==> src/design/lpht_pkg.sv <==
`default_nettype none

package lpht_pkg;

    localparam int KEY_W          = 16;
    localparam int STATUS_W       = 2;
    localparam int SLOT_W         = 4;
    localparam int DIV_CNT_W      = 2;
    localparam int TABLE_SIZE_DEF = 16;

    localparam logic FUNC_INSERT = 1'b0;
    localparam logic FUNC_SEARCH = 1'b1;

    typedef enum logic [STATUS_W-1:0] {
        STAT_OK        = 2'd0,
        STAT_NOT_FOUND = 2'd1,
        STAT_FULL      = 2'd2
    } status_t;

    typedef enum logic [2:0] {
        S_CLEAR,
        S_IDLE,
        S_DIVIDE,
        S_PROBE,
        S_FINISH
    } state_t;

    typedef struct packed {
        logic    clr_step;
        logic    load;
        logic    div_step;
        logic    probe_start;
        logic    advance;
        logic    we;
        logic    res_load;
        status_t res_code;
        logic    out_load;
    } cmd_t;

    typedef struct packed {
        logic clr_last;
        logic div_last;
        logic empty;
        logic match;
        logic last;
        logic is_search;
    } sts_t;

endpackage

`default_nettype wire

==> src/design/lpht_ram.sv <==
`default_nettype none

module lpht_ram #(
    parameter int WIDTH = 17,
    parameter int DEPTH = 16
) (
    input  wire logic                     clk,
    input  wire logic                     we,
    input  wire logic [$clog2(DEPTH)-1:0] waddr,
    input  wire logic [WIDTH-1:0]         wdata,
    input  wire logic [$clog2(DEPTH)-1:0] raddr,
    output logic      [WIDTH-1:0]         rdata
);

    logic [WIDTH-1:0] mem [DEPTH];

    always_ff @(posedge clk) begin
        if (we) begin
            mem[waddr] <= wdata;
        end
        rdata <= mem[raddr];
    end

endmodule

`default_nettype wire

==> src/design/lpht_ctrl.sv <==
`default_nettype none

module lpht_ctrl
    import lpht_pkg::*;
(
    input  wire logic aclk,
    input  wire logic aresetn,
    input  wire logic s_valid,
    output logic      s_ready,
    output logic      m_valid,
    input  wire logic m_ready,
    input  wire sts_t sts,
    output cmd_t      cmd
);

    state_t state_reg, state_next;
    logic   out_valid_reg, out_valid_next;

    always_ff @(posedge aclk) begin
        if (!aresetn) begin
            state_reg     <= S_CLEAR;
            out_valid_reg <= 1'b0;
        end else begin
            state_reg     <= state_next;
            out_valid_reg <= out_valid_next;
        end
    end

    always_comb begin
        state_next = state_reg;
        unique case (state_reg)
            S_CLEAR: begin
                if (sts.clr_last) begin
                    state_next = S_IDLE;
                end
            end
            S_IDLE: begin
                if (s_valid) begin
                    state_next = S_DIVIDE;
                end
            end
            S_DIVIDE: begin
                if (sts.div_last) begin
                    state_next = S_PROBE;
                end
            end
            S_PROBE: begin
                if (sts.empty || sts.last || (sts.is_search && sts.match)) begin
                    state_next = S_FINISH;
                end
            end
            S_FINISH: begin
                if (!out_valid_reg || m_ready) begin
                    state_next = S_IDLE;
                end
            end
            default: state_next = S_IDLE;
        endcase
    end

    always_comb begin
        cmd = '0;
        cmd.res_code = STAT_OK;
        s_ready = 1'b0;
        unique case (state_reg)
            S_CLEAR: begin
                cmd.clr_step = 1'b1;
            end
            S_IDLE: begin
                s_ready  = 1'b1;
                cmd.load = s_valid;
            end
            S_DIVIDE: begin
                cmd.div_step    = 1'b1;
                cmd.probe_start = sts.div_last;
            end
            S_PROBE: begin
                if (!sts.is_search) begin
                    if (sts.empty) begin
                        cmd.we       = 1'b1;
                        cmd.res_load = 1'b1;
                        cmd.res_code = STAT_OK;
                    end else if (sts.last) begin
                        cmd.res_load = 1'b1;
                        cmd.res_code = STAT_FULL;
                    end else begin
                        cmd.advance = 1'b1;
                    end
                end else begin
                    if (sts.empty) begin
                        cmd.res_load = 1'b1;
                        cmd.res_code = STAT_NOT_FOUND;
                    end else if (sts.match) begin
                        cmd.res_load = 1'b1;
                        cmd.res_code = STAT_OK;
                    end else if (sts.last) begin
                        // A full wrap reports the home slot, which is one past the last probe.
                        cmd.res_load = 1'b1;
                        cmd.res_code = STAT_NOT_FOUND;
                        cmd.advance  = 1'b1;
                    end else begin
                        cmd.advance = 1'b1;
                    end
                end
            end
            S_FINISH: begin
                cmd.out_load = !out_valid_reg || m_ready;
            end
            default: begin
                cmd = '0;
            end
        endcase
    end

    always_comb begin
        out_valid_next = out_valid_reg;
        if (cmd.out_load) begin
            out_valid_next = 1'b1;
        end else if (m_ready) begin
            out_valid_next = 1'b0;
        end
    end

    assign m_valid = out_valid_reg;

    a_write_only_insert_empty: assert property (@(posedge aclk) disable iff (!aresetn)
        cmd.we |-> (!sts.is_search && sts.empty))
        else $error("table write outside an insert into an empty slot");

    a_no_result_overwrite: assert property (@(posedge aclk) disable iff (!aresetn)
        cmd.out_load |-> (!out_valid_reg || m_ready))
        else $error("result register overwritten while still held");

    a_clear_ends_idle: assert property (@(posedge aclk) disable iff (!aresetn)
        (state_reg == S_CLEAR && sts.clr_last) |=> (state_reg == S_IDLE))
        else $error("clearing pass did not end in idle");

endmodule

`default_nettype wire

==> src/design/lpht_dp.sv <==
`default_nettype none

module lpht_dp
    import lpht_pkg::*;
#(
    parameter int TABLE_SIZE = TABLE_SIZE_DEF
) (
    input  wire logic                aclk,
    input  wire logic                aresetn,
    input  wire logic                s_func,
    input  wire logic [KEY_W-1:0]    s_key,
    output logic      [STATUS_W-1:0] m_status,
    output logic      [SLOT_W-1:0]   m_slot,
    input  wire cmd_t                cmd,
    output sts_t                     sts
);

    localparam int AW        = $clog2(TABLE_SIZE);
    localparam int RW        = KEY_W + 1;
    localparam int DIV_SHIFT = KEY_W + AW;
    localparam int RECIP_W   = KEY_W + 1;
    localparam int PROD_W    = KEY_W + RECIP_W;
    localparam logic [AW-1:0] LAST_IDX = AW'(TABLE_SIZE - 1);
    localparam logic [AW:0]   SIZE_EXT = (AW + 1)'(TABLE_SIZE);
    localparam logic [KEY_W-1:0] SIZE_KEY = KEY_W'(TABLE_SIZE);
    localparam logic [RECIP_W-1:0] RECIP = RECIP_W'((64'd1 << DIV_SHIFT) / TABLE_SIZE);
    localparam logic [DIV_CNT_W-1:0] DIV_LAST = DIV_CNT_W'(2);

    logic                 func_reg;
    logic [KEY_W-1:0]     key_reg;
    logic [KEY_W-1:0]     quot_reg, quot_next;
    logic [AW:0]          rem_reg, rem_next;
    logic [DIV_CNT_W-1:0] div_cnt_reg, div_cnt_next;
    logic [AW-1:0]        addr_reg, addr_next;
    logic [AW-1:0]        cnt_reg, cnt_next;
    status_t              res_status_reg;
    status_t              m_status_reg;
    logic [SLOT_W-1:0]    m_slot_reg;

    logic [PROD_W-1:0]    recip_prod;
    logic [KEY_W-1:0]     quot_times_size;
    logic [KEY_W-1:0]     rem_full;
    logic [AW:0]          rem_sub;
    logic [AW-1:0]        home;
    logic [AW-1:0]        addr_inc;
    logic [AW+SLOT_W-1:0] addr_ext;
    logic                 ram_we;
    logic [RW-1:0]        ram_wdata;
    logic [RW-1:0]        ram_rdata;

    // The reciprocal estimate of the quotient is exact or one short, so the
    // remainder lands below twice the table size and one subtract finishes it.
    assign recip_prod      = {{RECIP_W{1'b0}}, key_reg} * {{KEY_W{1'b0}}, RECIP};
    assign quot_next       = KEY_W'(recip_prod >> DIV_SHIFT);
    assign quot_times_size = quot_reg * SIZE_KEY;
    assign rem_full        = key_reg - quot_times_size;
    assign rem_next        = rem_full[AW:0];
    assign rem_sub         = rem_reg - SIZE_EXT;
    assign home            = (rem_reg >= SIZE_EXT) ? rem_sub[AW-1:0] : rem_reg[AW-1:0];

    assign addr_inc = (addr_reg == LAST_IDX) ? '0 : addr_reg + 1'b1;

    always_comb begin
        div_cnt_next = div_cnt_reg;
        addr_next    = addr_reg;
        cnt_next     = cnt_reg;
        if (cmd.load) begin
            div_cnt_next = '0;
        end else if (cmd.div_step) begin
            div_cnt_next = div_cnt_reg + 1'b1;
        end
        if (cmd.clr_step || cmd.advance) begin
            addr_next = addr_inc;
        end else if (cmd.probe_start) begin
            addr_next = home;
        end
        if (cmd.probe_start) begin
            cnt_next = '0;
        end else if (cmd.advance) begin
            cnt_next = cnt_reg + 1'b1;
        end
    end

    always_ff @(posedge aclk) begin
        if (!aresetn) begin
            addr_reg <= '0;
        end else begin
            addr_reg <= addr_next;
        end
    end

    always_ff @(posedge aclk) begin
        quot_reg    <= quot_next;
        rem_reg     <= rem_next;
        div_cnt_reg <= div_cnt_next;
        cnt_reg     <= cnt_next;
        if (cmd.load) begin
            func_reg <= s_func;
            key_reg  <= s_key;
        end
        if (cmd.res_load) begin
            res_status_reg <= cmd.res_code;
        end
        if (cmd.out_load) begin
            m_status_reg <= res_status_reg;
            m_slot_reg   <= addr_ext[SLOT_W-1:0];
        end
    end

    assign addr_ext = {{SLOT_W{1'b0}}, addr_reg};

    // Each entry holds the occupancy bit above the stored key.
    assign ram_we    = cmd.clr_step || cmd.we;
    assign ram_wdata = cmd.we ? {1'b1, key_reg} : '0;

    lpht_ram #(
        .WIDTH(RW),
        .DEPTH(TABLE_SIZE)
    ) u_ram (
        .clk  (aclk),
        .we   (ram_we),
        .waddr(addr_reg),
        .wdata(ram_wdata),
        .raddr(addr_next),
        .rdata(ram_rdata)
    );

    assign sts.clr_last  = (addr_reg == LAST_IDX);
    assign sts.div_last  = (div_cnt_reg == DIV_LAST);
    assign sts.empty     = !ram_rdata[RW-1];
    assign sts.match     = (ram_rdata[KEY_W-1:0] == key_reg);
    assign sts.last      = (cnt_reg == LAST_IDX);
    assign sts.is_search = (func_reg == FUNC_SEARCH);

    assign m_status = m_status_reg;
    assign m_slot   = m_slot_reg;

    a_addr_in_range: assert property (@(posedge aclk) disable iff (!aresetn)
        addr_reg <= LAST_IDX)
        else $error("probe address outside the table");

endmodule

`default_nettype wire

==> src/design/linear_probe_hash_table_unit.sv <==
`default_nettype none

// Channel   Direction  Handshake          Payload
// s_        in         s_valid / s_ready  s_func (0 insert, 1 search), s_key[15:0]
// m_        out        m_valid / m_ready  m_status[1:0], m_slot[3:0]
//
// An item is accepted, its key is reduced to its home slot in three steps
// (reciprocal multiply, multiply and subtract, one conditional subtract),
// then slots are probed in turn (1 to TABLE_SIZE, one table read per cycle),
// then the result moves to the output register when it is free or m_ready is high.
// After reset a clearing pass over every slot empties the table; no item is
// accepted meanwhile. A result waiting on m_ready does not block the next item
// until that item's own result is ready.

module linear_probe_hash_table_unit
    import lpht_pkg::*;
#(
    parameter int TABLE_SIZE = TABLE_SIZE_DEF
) (
    input  wire logic                aclk,
    input  wire logic                aresetn,
    input  wire logic                s_valid,
    output logic                     s_ready,
    input  wire logic                s_func,
    input  wire logic [KEY_W-1:0]    s_key,
    output logic                     m_valid,
    input  wire logic                m_ready,
    output logic      [STATUS_W-1:0] m_status,
    output logic      [SLOT_W-1:0]   m_slot
);

    cmd_t cmd;
    sts_t sts;

    lpht_ctrl u_ctrl (
        .aclk   (aclk),
        .aresetn(aresetn),
        .s_valid(s_valid),
        .s_ready(s_ready),
        .m_valid(m_valid),
        .m_ready(m_ready),
        .sts    (sts),
        .cmd    (cmd)
    );

    lpht_dp #(
        .TABLE_SIZE(TABLE_SIZE)
    ) u_dp (
        .aclk    (aclk),
        .aresetn (aresetn),
        .s_func  (s_func),
        .s_key   (s_key),
        .m_status(m_status),
        .m_slot  (m_slot),
        .cmd     (cmd),
        .sts     (sts)
    );

endmodule

`default_nettype wire
==> config.mk <==
export PLATFORM = sky130hd
export DESIGN_NAME = linear_probe_hash_table_unit
export DESIGN_NICKNAME = d
export VERILOG_FILES = /design/src/design/lpht_pkg.sv /design/src/design/lpht_ram.sv /design/src/design/lpht_ctrl.sv /design/src/design/lpht_dp.sv /design/src/design/linear_probe_hash_table_unit.sv
export SDC_FILE = /design/constraint.sdc
export NUM_CORES = 1
export LEC_CHECK = 0
export BUFFER_PORTS_ARGS = -buffer_cell sky130_fd_sc_hd__buf_2
export CELL_PAD_IN_SITES_DETAIL_PLACEMENT = 1
export CELL_PAD_IN_SITES_GLOBAL_PLACEMENT = 2
export CORE_UTILIZATION = 42
export CTS_BUF_LIST = sky130_fd_sc_hd__clkbuf_16
export CTS_CLUSTER_DIAMETER = 200
export DETAILED_ROUTE_END_ITERATION = 10
export PLACE_DENSITY_LB_ADDON = 0.05
export SYNTH_ARGS = -nofsm -noshare
export SYNTH_HDL_FRONTEND = slang
export SYNTH_SLANG_ARGS = --single-unit
==> constraint.sdc <==
create_clock -name aclk -period 3.15 [get_ports aclk]
set_clock_uncertainty 0.1 [all_clocks]
set_input_delay 0.63 -clock aclk [delete_from_list [all_inputs] [get_ports aclk]]
set_output_delay 0.63 -clock aclk [all_outputs]
set_load 0.03 [all_outputs]
==> results of run 1 <==
worst max-delay path: cells and delay by family (launching register included):
family	cells	cell delay, ns
simple gates	5	1.02
flops	1	0.52
buf+inv	3	0.52
mux	1	0.33
xor+xnor	1	0.21
compound gates	1	0.20
cell usage in the layout (no fill, tap or decap), drive strengths merged, types with 2 or more instances in the layout:
| cell type | n |
|---|---|
| nand3 | 4 |
| edfxtp | 297 |
| o21ai | 5 |
| mux2i | 76 |
| inv | 18 |
| buf | 100 |
| clkinv | 17 |
| nor3b | 3 |
| xor2 | 2 |
| xnor2 | 17 |
| mux2 | 66 |
| nand2 | 76 |
| clkbuf | 43 |
| or2 | 2 |
| dfxtp | 35 |
| nor2 | 28 |
| nand4 | 22 |
| o22a | 2 |
| and3 | 2 |
| nand2b | 2 |
| o211ai | 66 |
| a21oi | 10 |
| and2 | 20 |
| ha | 6 |
| a31oi | 2 |
| or3 | 2 |
| nor3 | 10 |
| nor2b | 7 |
routing by layer:
metal  track usage (%)  wire, µm  vias to the layer above
li1                  -         -                     3369
met1              30.9     16600                     3877
met4              6.37       847                        0
met3              3.16      1230                       56
met2              34.5     16700                      155
met5                 0         0                        -
worst paths after layout:
kind	from	endpoint	slack (ns)	depth (start not counted)
min	s_key[9]	u_dp.key_reg[9]	0.19	1
min reg2reg	u_dp.res_status_reg[1]	u_dp.m_status[1]	0.34	0
max reg2reg	u_dp.key_reg[2]	u_dp.u_ram.rdata[14]	0.11	11
max	u_dp.key_reg[2]	u_dp.u_ram.rdata[14]	0.11	11
final cells by class:
type	count	area [µm²]
Multi-Input combinational cell	443	3500
Sequential cell	332	9620
Clock buffer	37	926
Clock inverter	29	129
Timing Repair Buffer	106	1090
Inverter	6	22.5
Fill cell	2933	15000
Tap cell	396	495
cells by family (layout without fill, tap and decap cells):
group	after synthesis	in the layout	synth area share, %
compound gates	94	94	5.26
xor+xnor	19	19	1.26
fa+ha+maj	6	6	0.568
buf+inv	49	178	1.92
flops	332	332	72.8
mux	142	142	11.4
simple gates	182	182	6.79
timing repair:
item                                   CTS  global route
resized for setup                        2            16
buffers inserted                         0             9
pin swaps                                0            11
endpoints found under the hold margin    0             0
cloned                                   0             7
setup endpoints to repair                1            17
through the flow:
stage               hold WS, ns  std cells
floorplan                 0.283        824
finish                    0.187       1349
CTS                       0.165       1333
global placement          0.324       1267
detailed placement        0.322       1267
global route              0.165       1349
power breakdown:
| part | switching, mW | internal, mW | total, mW | leakage (nW) |
|---|---|---|---|---|
| clock network | 1.68 | 2.13 | 3.81 | 0.564 |
| registers | 0.241 | 5.50 | 5.74 | 2.69 |
| logic | 4.29 | 3.31 | 7.61 | 1.72 |
| total | 6.21 | 10.9 | 17.1 | 4.98 |
==> implementation parameters, run 1 <==
Parameter                              Value

Timing
  Least-Margin Pin Slew ... between 0.6 and 0.7 ns
  Final hold violation count ... 0
  Post-layout worst setup margin ... 0.111 ns
  Setup repair after global routing missed its margin ... yes
  Max-slew violation count ... 0
  Top achievable clock speed ... about 0.33 GHz
  Period minus WS final ... approximately 3.0 ns
  Period utilization ... between 90% and 100%
  Sum of negative setup slack ... 0 ns
  Relative slew slack ... 58.2%
  Final setup violation count ... 0

Clock tree
  Cts hold-fix bufs ... 0
  TritonCTS clock tree ... yes
  Depth of the CTS H-tree ... 2
  CTS Buf Count ... 37
  Clock-pin slew reported for the worst setup and hold paths after clock tree synthesis ... around 0.060 ns
  Maximum buffer depth of the clock tree ... 3
  CTS root buffer ... clkbuf_16
  Source-to-sink clock delay at the later pin of the worst-skew pair ... between 0.5 and 0.6 ns
  CTS sink count ... about 330

Routing
  Number of remaining DRC errors ... 0
  Starting DRC count in detailed routing ... 595
  DRT antenna net count ... 0
  Total vias in the final route ... between 7000 and 8000
  Wire length reported by the detailed router ... 35.4 mm
  Via-to-Cell Ratio ... between 5 and 6
  Drt first pass iters ... 7
  Routed wirelength normalized by instance count ... between 20 and 30 µm

Logic synthesis
  Fraction of synthesized cell area taken by the top area cell type ... 67.5%
  Largest area contributor in the netlist ... edfxtp_1
  List of most frequent post-synthesis cells ... edfxtp_1, mux2i_1, nand2_1
  Synth Net Count ... 851
  Per-instance average area after synthesis ... about 16 µm²
  Post-Syn Area ... approximately 0.013 mm²
  Yosys warning total ... 0
  Number of synthesized flops with an enable pin ... approximately 300
  Seq/Total Area, Yosys ... between 70 and 80%
  Number of instances in the synthesized netlist ... slightly above 800
  Count of state elements after synthesis ... roughly 330
  Unique masters post-synth ... between 40 and 50
  Most common flop cell mapped by yosys ... edfxtp_1
  Most common cell in the netlist ... edfxtp_1
  Async SR Flop Fraction ... 0%
  Cell types with the largest area share after synthesis ... edfxtp_1, mux2i_1, dfxtp_1

Floorplan
  Placeable core region ... 0.0307 mm²
  Boundary pin count ... 29
  Area enclosed by the die boundary ... 0.0322 mm²
  Die width ... around 180 µm
  Floorplan die height ... 179 µm
  Site Rows ... 64
  Starting density of the core ... between 40% and 50%

GRT
  First-pass GRT wire length ... approximately 50 mm
  Number of antenna violations at the first check in global routing ... 0
  Pin count of the biggest net entering global routing ... 73
  Global routing usage summed across all routing layers ... ~22%
  Vias in the first global route ... slightly below 8000
  GRT Residual Overflow ... 0

Finish
  Syn-to-layout area delta ... 19.5%
  Final core area utilization ... 51.3%
  Number of flip-flops in the largest register ... between 200 and 300
  Number of nets in the final layout ... ~950
  Finished Cell Area ... 0.0158 mm²
  Share of layout cells above drive strength 1 ... between 20% and 30%
  Number of antenna repair diodes ... 0

Min path
  Worst min-delay path category ... input port to register

Run
  Reported max-cap violation count ... 0

Worst setup path
  Worst setup EP type ... register
  CP max-delay cell ... edfxtp_1
  Required arrival time at the worst endpoint ... 3.44 ns
  Top cell by count, worst path ... nand4_1
  Stage delay of the slowest cell on the critical path ... 0.52 ns
  Biggest fanout along the worst timing path ... 12
  Cell-by-cell listing of the critical path ... xnor2_2 -> nand4_1 -> nor4_2 -> buf_4 -> nand4_1 -> nand3_4 -> buf_4 -> buf_12 -> mux2_1 -> o211ai_1 -> nand4_1
  Type of the worst setup path ... register to register
  Crit start category ... register
  Critical path data arrival time ... around 3.3 ns

Placed design
  HPWL after detailed placement ... about 20 mm
  Setup Slack @ Placement ... -0.0104 ns
  Area after DPL ... ~0.014 mm²
  Port bufs ... 28
  Routability cong. ... 0.783

Status
  Result of the run ... complete, no violations

Power and ir drop
  Power Total ... 17.1 mW
  Worst ir drop on vdd ... 659 µV
  Areal power density over the cells ... about 1100 mW/mm²
  Pleak ... ~5 nW
No activity file was read; power rests on OpenSTA's default activity.
==> run 2, diff against run 1 <==
==> constraint.sdc (replaced) <==
create_clock -name aclk -period 2.67 [get_ports aclk]
set_clock_uncertainty 0.1 [all_clocks]
set_input_delay 0.534 -clock aclk [delete_from_list [all_inputs] [get_ports aclk]]
set_output_delay 0.534 -clock aclk [all_outputs]
set_load 0.03 [all_outputs]
==> run 2 against run 1 <==
The flow now finishes with violations (setup timing); hold slack lost 0.11 ns; count of clock-buffer cells in the layout grew 1; fmax up 0.92%; design area increased by 3.1%; register-to-register slack lost 0.45 ns; sequential share of layout area shrank 1.8 points; die area unchanged; via count hardly changed; total power rose by 22%; final cell count up 3.0%; clock power rose by 34%; first-iteration DRC count decreased by 16%; largest power group unchanged; highest routed layer unchanged.
==> implementation parameters, run 2 (synthesis results as in run 1) <==
Parameter                              Value

Status
  Result of the run ... finished with violations
  Violated checks ... setup timing

Worst setup path
  Reg2reg path depth ... 12 (+1)
  R2R Path End ... u_dp.u_ram.rdata[4]
  Biggest fanout along the worst timing path ... 12 (unchanged)
  Worst setup EP type ... register
  Type of the worst setup path ... register to register
  Capturing instance or port of the critical path ... u_dp.u_ram.rdata[4]
  R2R Setup Slk ... -0.34 ns (-0.45 ns)
  Required arrival time at the worst endpoint ... 2.96 ns (-0.48 ns)
  Launch point of the worst reg-to-reg path ... u_dp.key_reg[7]
  Crit start category ... register
  Origin of the worst setup path ... u_dp.key_reg[7]
  Critical path data arrival time ... 3.30 ns (-0.02 ns)

Clock tree
  TritonCTS clock tree ... yes
  Depth of the CTS H-tree ... 2 (unchanged)
  Source-to-sink clock delay at the later pin of the worst-skew pair ... 0.54 ns (+0.02 ns)
  Maximum buffer depth of the clock tree ... 3 (unchanged)
  Cts hold-fix bufs ... 0 (unchanged)
  CTS root buffer ... clkbuf_16
  CTS sink count ... 332 (unchanged)
  CTS Buf Count ... 37 (unchanged)
  Clock-pin slew reported for the worst setup and hold paths after clock tree synthesis ... 0.06 ns (about the same)

Timing
  Final setup violation count ... 17 (+17)
  Final hold violation count ... 0 (unchanged)
  Least-Margin Pin Slew ... 0.563 ns (-0.0634 ns)
  Period minus WS final ... 3.01 ns (-0.0277 ns)
  Top achievable clock speed ... 0.332 GHz (+0.92%)
  Setup repair after global routing missed its margin ... yes
  Period utilization ... 113% (+16 points)
  Max-slew violation count ... 0 (unchanged)
  Post-layout worst setup margin ... -0.342 ns (-0.452 ns)
  Relative slew slack ... 62.4% (+4.2 points)
  Sum of negative setup slack ... -4.71 ns (-4.71 ns)

GRT
  GRT Residual Overflow ... 0 (unchanged)
  Vias in the first global route ... 7988 (+2.1%)
  Pin count of the biggest net entering global routing ... 54 (-26%)
  Number of antenna violations at the first check in global routing ... 0 (unchanged)
  First-pass GRT wire length ... 49.8 mm (-0.15%)
  Global routing usage summed across all routing layers ... 21.7% (about the same)

Min path
  Worst hold path startpoint ... s_key[0]
  Worst min-delay path category ... input port to register

Finish
  Number of antenna repair diodes ... 0 (unchanged)
  Highest-count cells in the layout ignoring fill and taps ... edfxtp_1, buf_4, nand2_1, mux2i_1, o211ai_1
  Share of layout cells above drive strength 1 ... 27.3% (+4.5 points)
  Number of filler cells placed in the layout ... 2903 (-1.0%)
  Syn-to-layout area delta ... 23.2%
  Number of nets in the final layout ... 993 (+4.2%)
  Number of flip-flops in the largest register ... 272 (unchanged)
  Most frequent standard cell in the layout excluding fill and tap cells ... edfxtp_1

Floorplan
  Die width ... 179 µm (unchanged)
  Boundary pin count ... 29 (unchanged)
  Site Rows ... 64 (unchanged)
  Placeable core region ... 0.0307 mm² (unchanged)
  Area enclosed by the die boundary ... 0.0322 mm² (unchanged)
  Starting density of the core ... 43.0% (unchanged)
  Floorplan die height ... 179 µm (unchanged)

Routing
  Routed wirelength normalized by instance count ... 24.3 µm (-7.5%)
  Drt first pass iters ... 7 (unchanged)
  Number of remaining DRC errors ... 0 (unchanged)
  Starting DRC count in detailed routing ... 499 (-16%)
  Total vias in the final route ... 7454 (-0.040%)
  Top routing layer in use ... met4
  DRT antenna net count ... 0 (unchanged)
  M1 WL ... 15.4 mm (-7.4%)
  Via-to-Cell Ratio ... 5.36 (-3.0%)
  Wire length reported by the detailed router ... 33.8 mm (-4.7%)
  Met2 routed wirelength ... 16.4 mm (-2.1%)
  Met3 wire len ... 1.26 mm (+2.7%)

Placed design
  Port bufs ... 28 (unchanged)
  HPWL after detailed placement ... 21.0 mm (+4.7%)
  Routability cong. ... 0.780 (-0.36%)

Power and ir drop
  Power Total ... 21.0 mW (+22%)
  Areal power density over the cells ... 1290 mW/mm² (+18%)
  Worst ir drop on vdd ... 851 µV (+29%)
  Pleak ... 5.29 nW (+6.2%)

Run
  Reported max-cap violation count ... 0 (unchanged)
run 2: changes by cell type in the layout (fill, tap and decap cells not counted), moves of 4 or more:
cell / change
buf_4: +35
and2_1: -6
mux2_4: +11
buf_6: +4
buf_12: +7
bufinv_16: +5
clkbuf_16: -5
mux2_1: -6
and2_2: +6
mux2_2: -5
inv_1: -5
run 2: layout make-up:
class | instances | area [µm²] | area share [%]
Sequential cell | 332 | 9620 | 59.1
Multi-Input combinational cell | 443 | 3520 | 21.6
Inverter | 6 | 22.5 | 0.138
Timing Repair Buffer | 146 | 1390 | 8.54
Clock inverter | 29 | 277 | 1.70
Clock buffer | 38 | 951 | 5.84
Tap cell | 396 | 495 | 3.04
run 2: worst min-delay path by stage:
stage / to / slack (ns) / depth (start not counted)
after global routing: u_dp.key_reg[13] / 0.06 / 1
final: u_dp.key_reg[0] / 0.08 / 1
after floorplan: u_dp.rem_reg[0] / 0.28 / 0
after CTS: u_dp.key_reg[13] / 0.06 / 1
after global placement: u_dp.rem_reg[2] / 0.31 / 0
after detailed placement: u_dp.rem_reg[2] / 0.32 / 0
run 2: power breakdown:
part           switching [mW]  internal, mW  total, mW
Combinational            4.79          4.34       9.13
Clock                    2.02          3.08       5.09
Sequential              0.248          6.48       6.73
Total                    7.06          13.9       21.0
run 2: repair_timing:
action | in CTS | in global routing
buffers inserted | 4 | 8
setup endpoints to repair | 17 | 107
endpoints found under the hold margin | 0 | 0
pin swaps | 5 | 7
resized for setup | 23 | 10
run 2: stage by stage:
| step | setup WS (ns) | cells | util (%) | hold WS [ns] | area [µm²] |
|---|---|---|---|---|---|
| finish | -0.342 | 1390 | 52.9 | 0.0772 | 16300 |
| CTS | -0.334 | 1382 | 52.7 | 0.0573 | 16200 |
| global placement | -0.433 | 1311 | 48.2 | 0.305 | 14800 |
| detailed placement | -0.451 | 1311 | 48.2 | 0.320 | 14800 |
| global route | -0.470 | 1390 | 52.9 | 0.0628 | 16300 |
| floorplan | -0.228 | 824 | - | 0.283 | 13200 |
run 2: worst max-delay path, cell delays in order (launching register included):
cell and delay [ns]:
edfxtp_1 0.41, xnor2_1 0.20, buf_4 0.14, nand4_1 0.16, nor4_2 0.33, buf_4 0.20
nand4_1 0.15, nand3_4 0.15, buf_12 0.18, buf_6 0.15, mux2_1 0.34, o211ai_1 0.21
nand4_1 0.15
run 2: layer usage:
metal / vias to the layer above / track usage [%]
li1: 3465 / -
met1: 3796 / 29.9
met2: 144 / 35.5
met3: 49 / 3.06
met4: 0 / 6.76
met5: - / 0
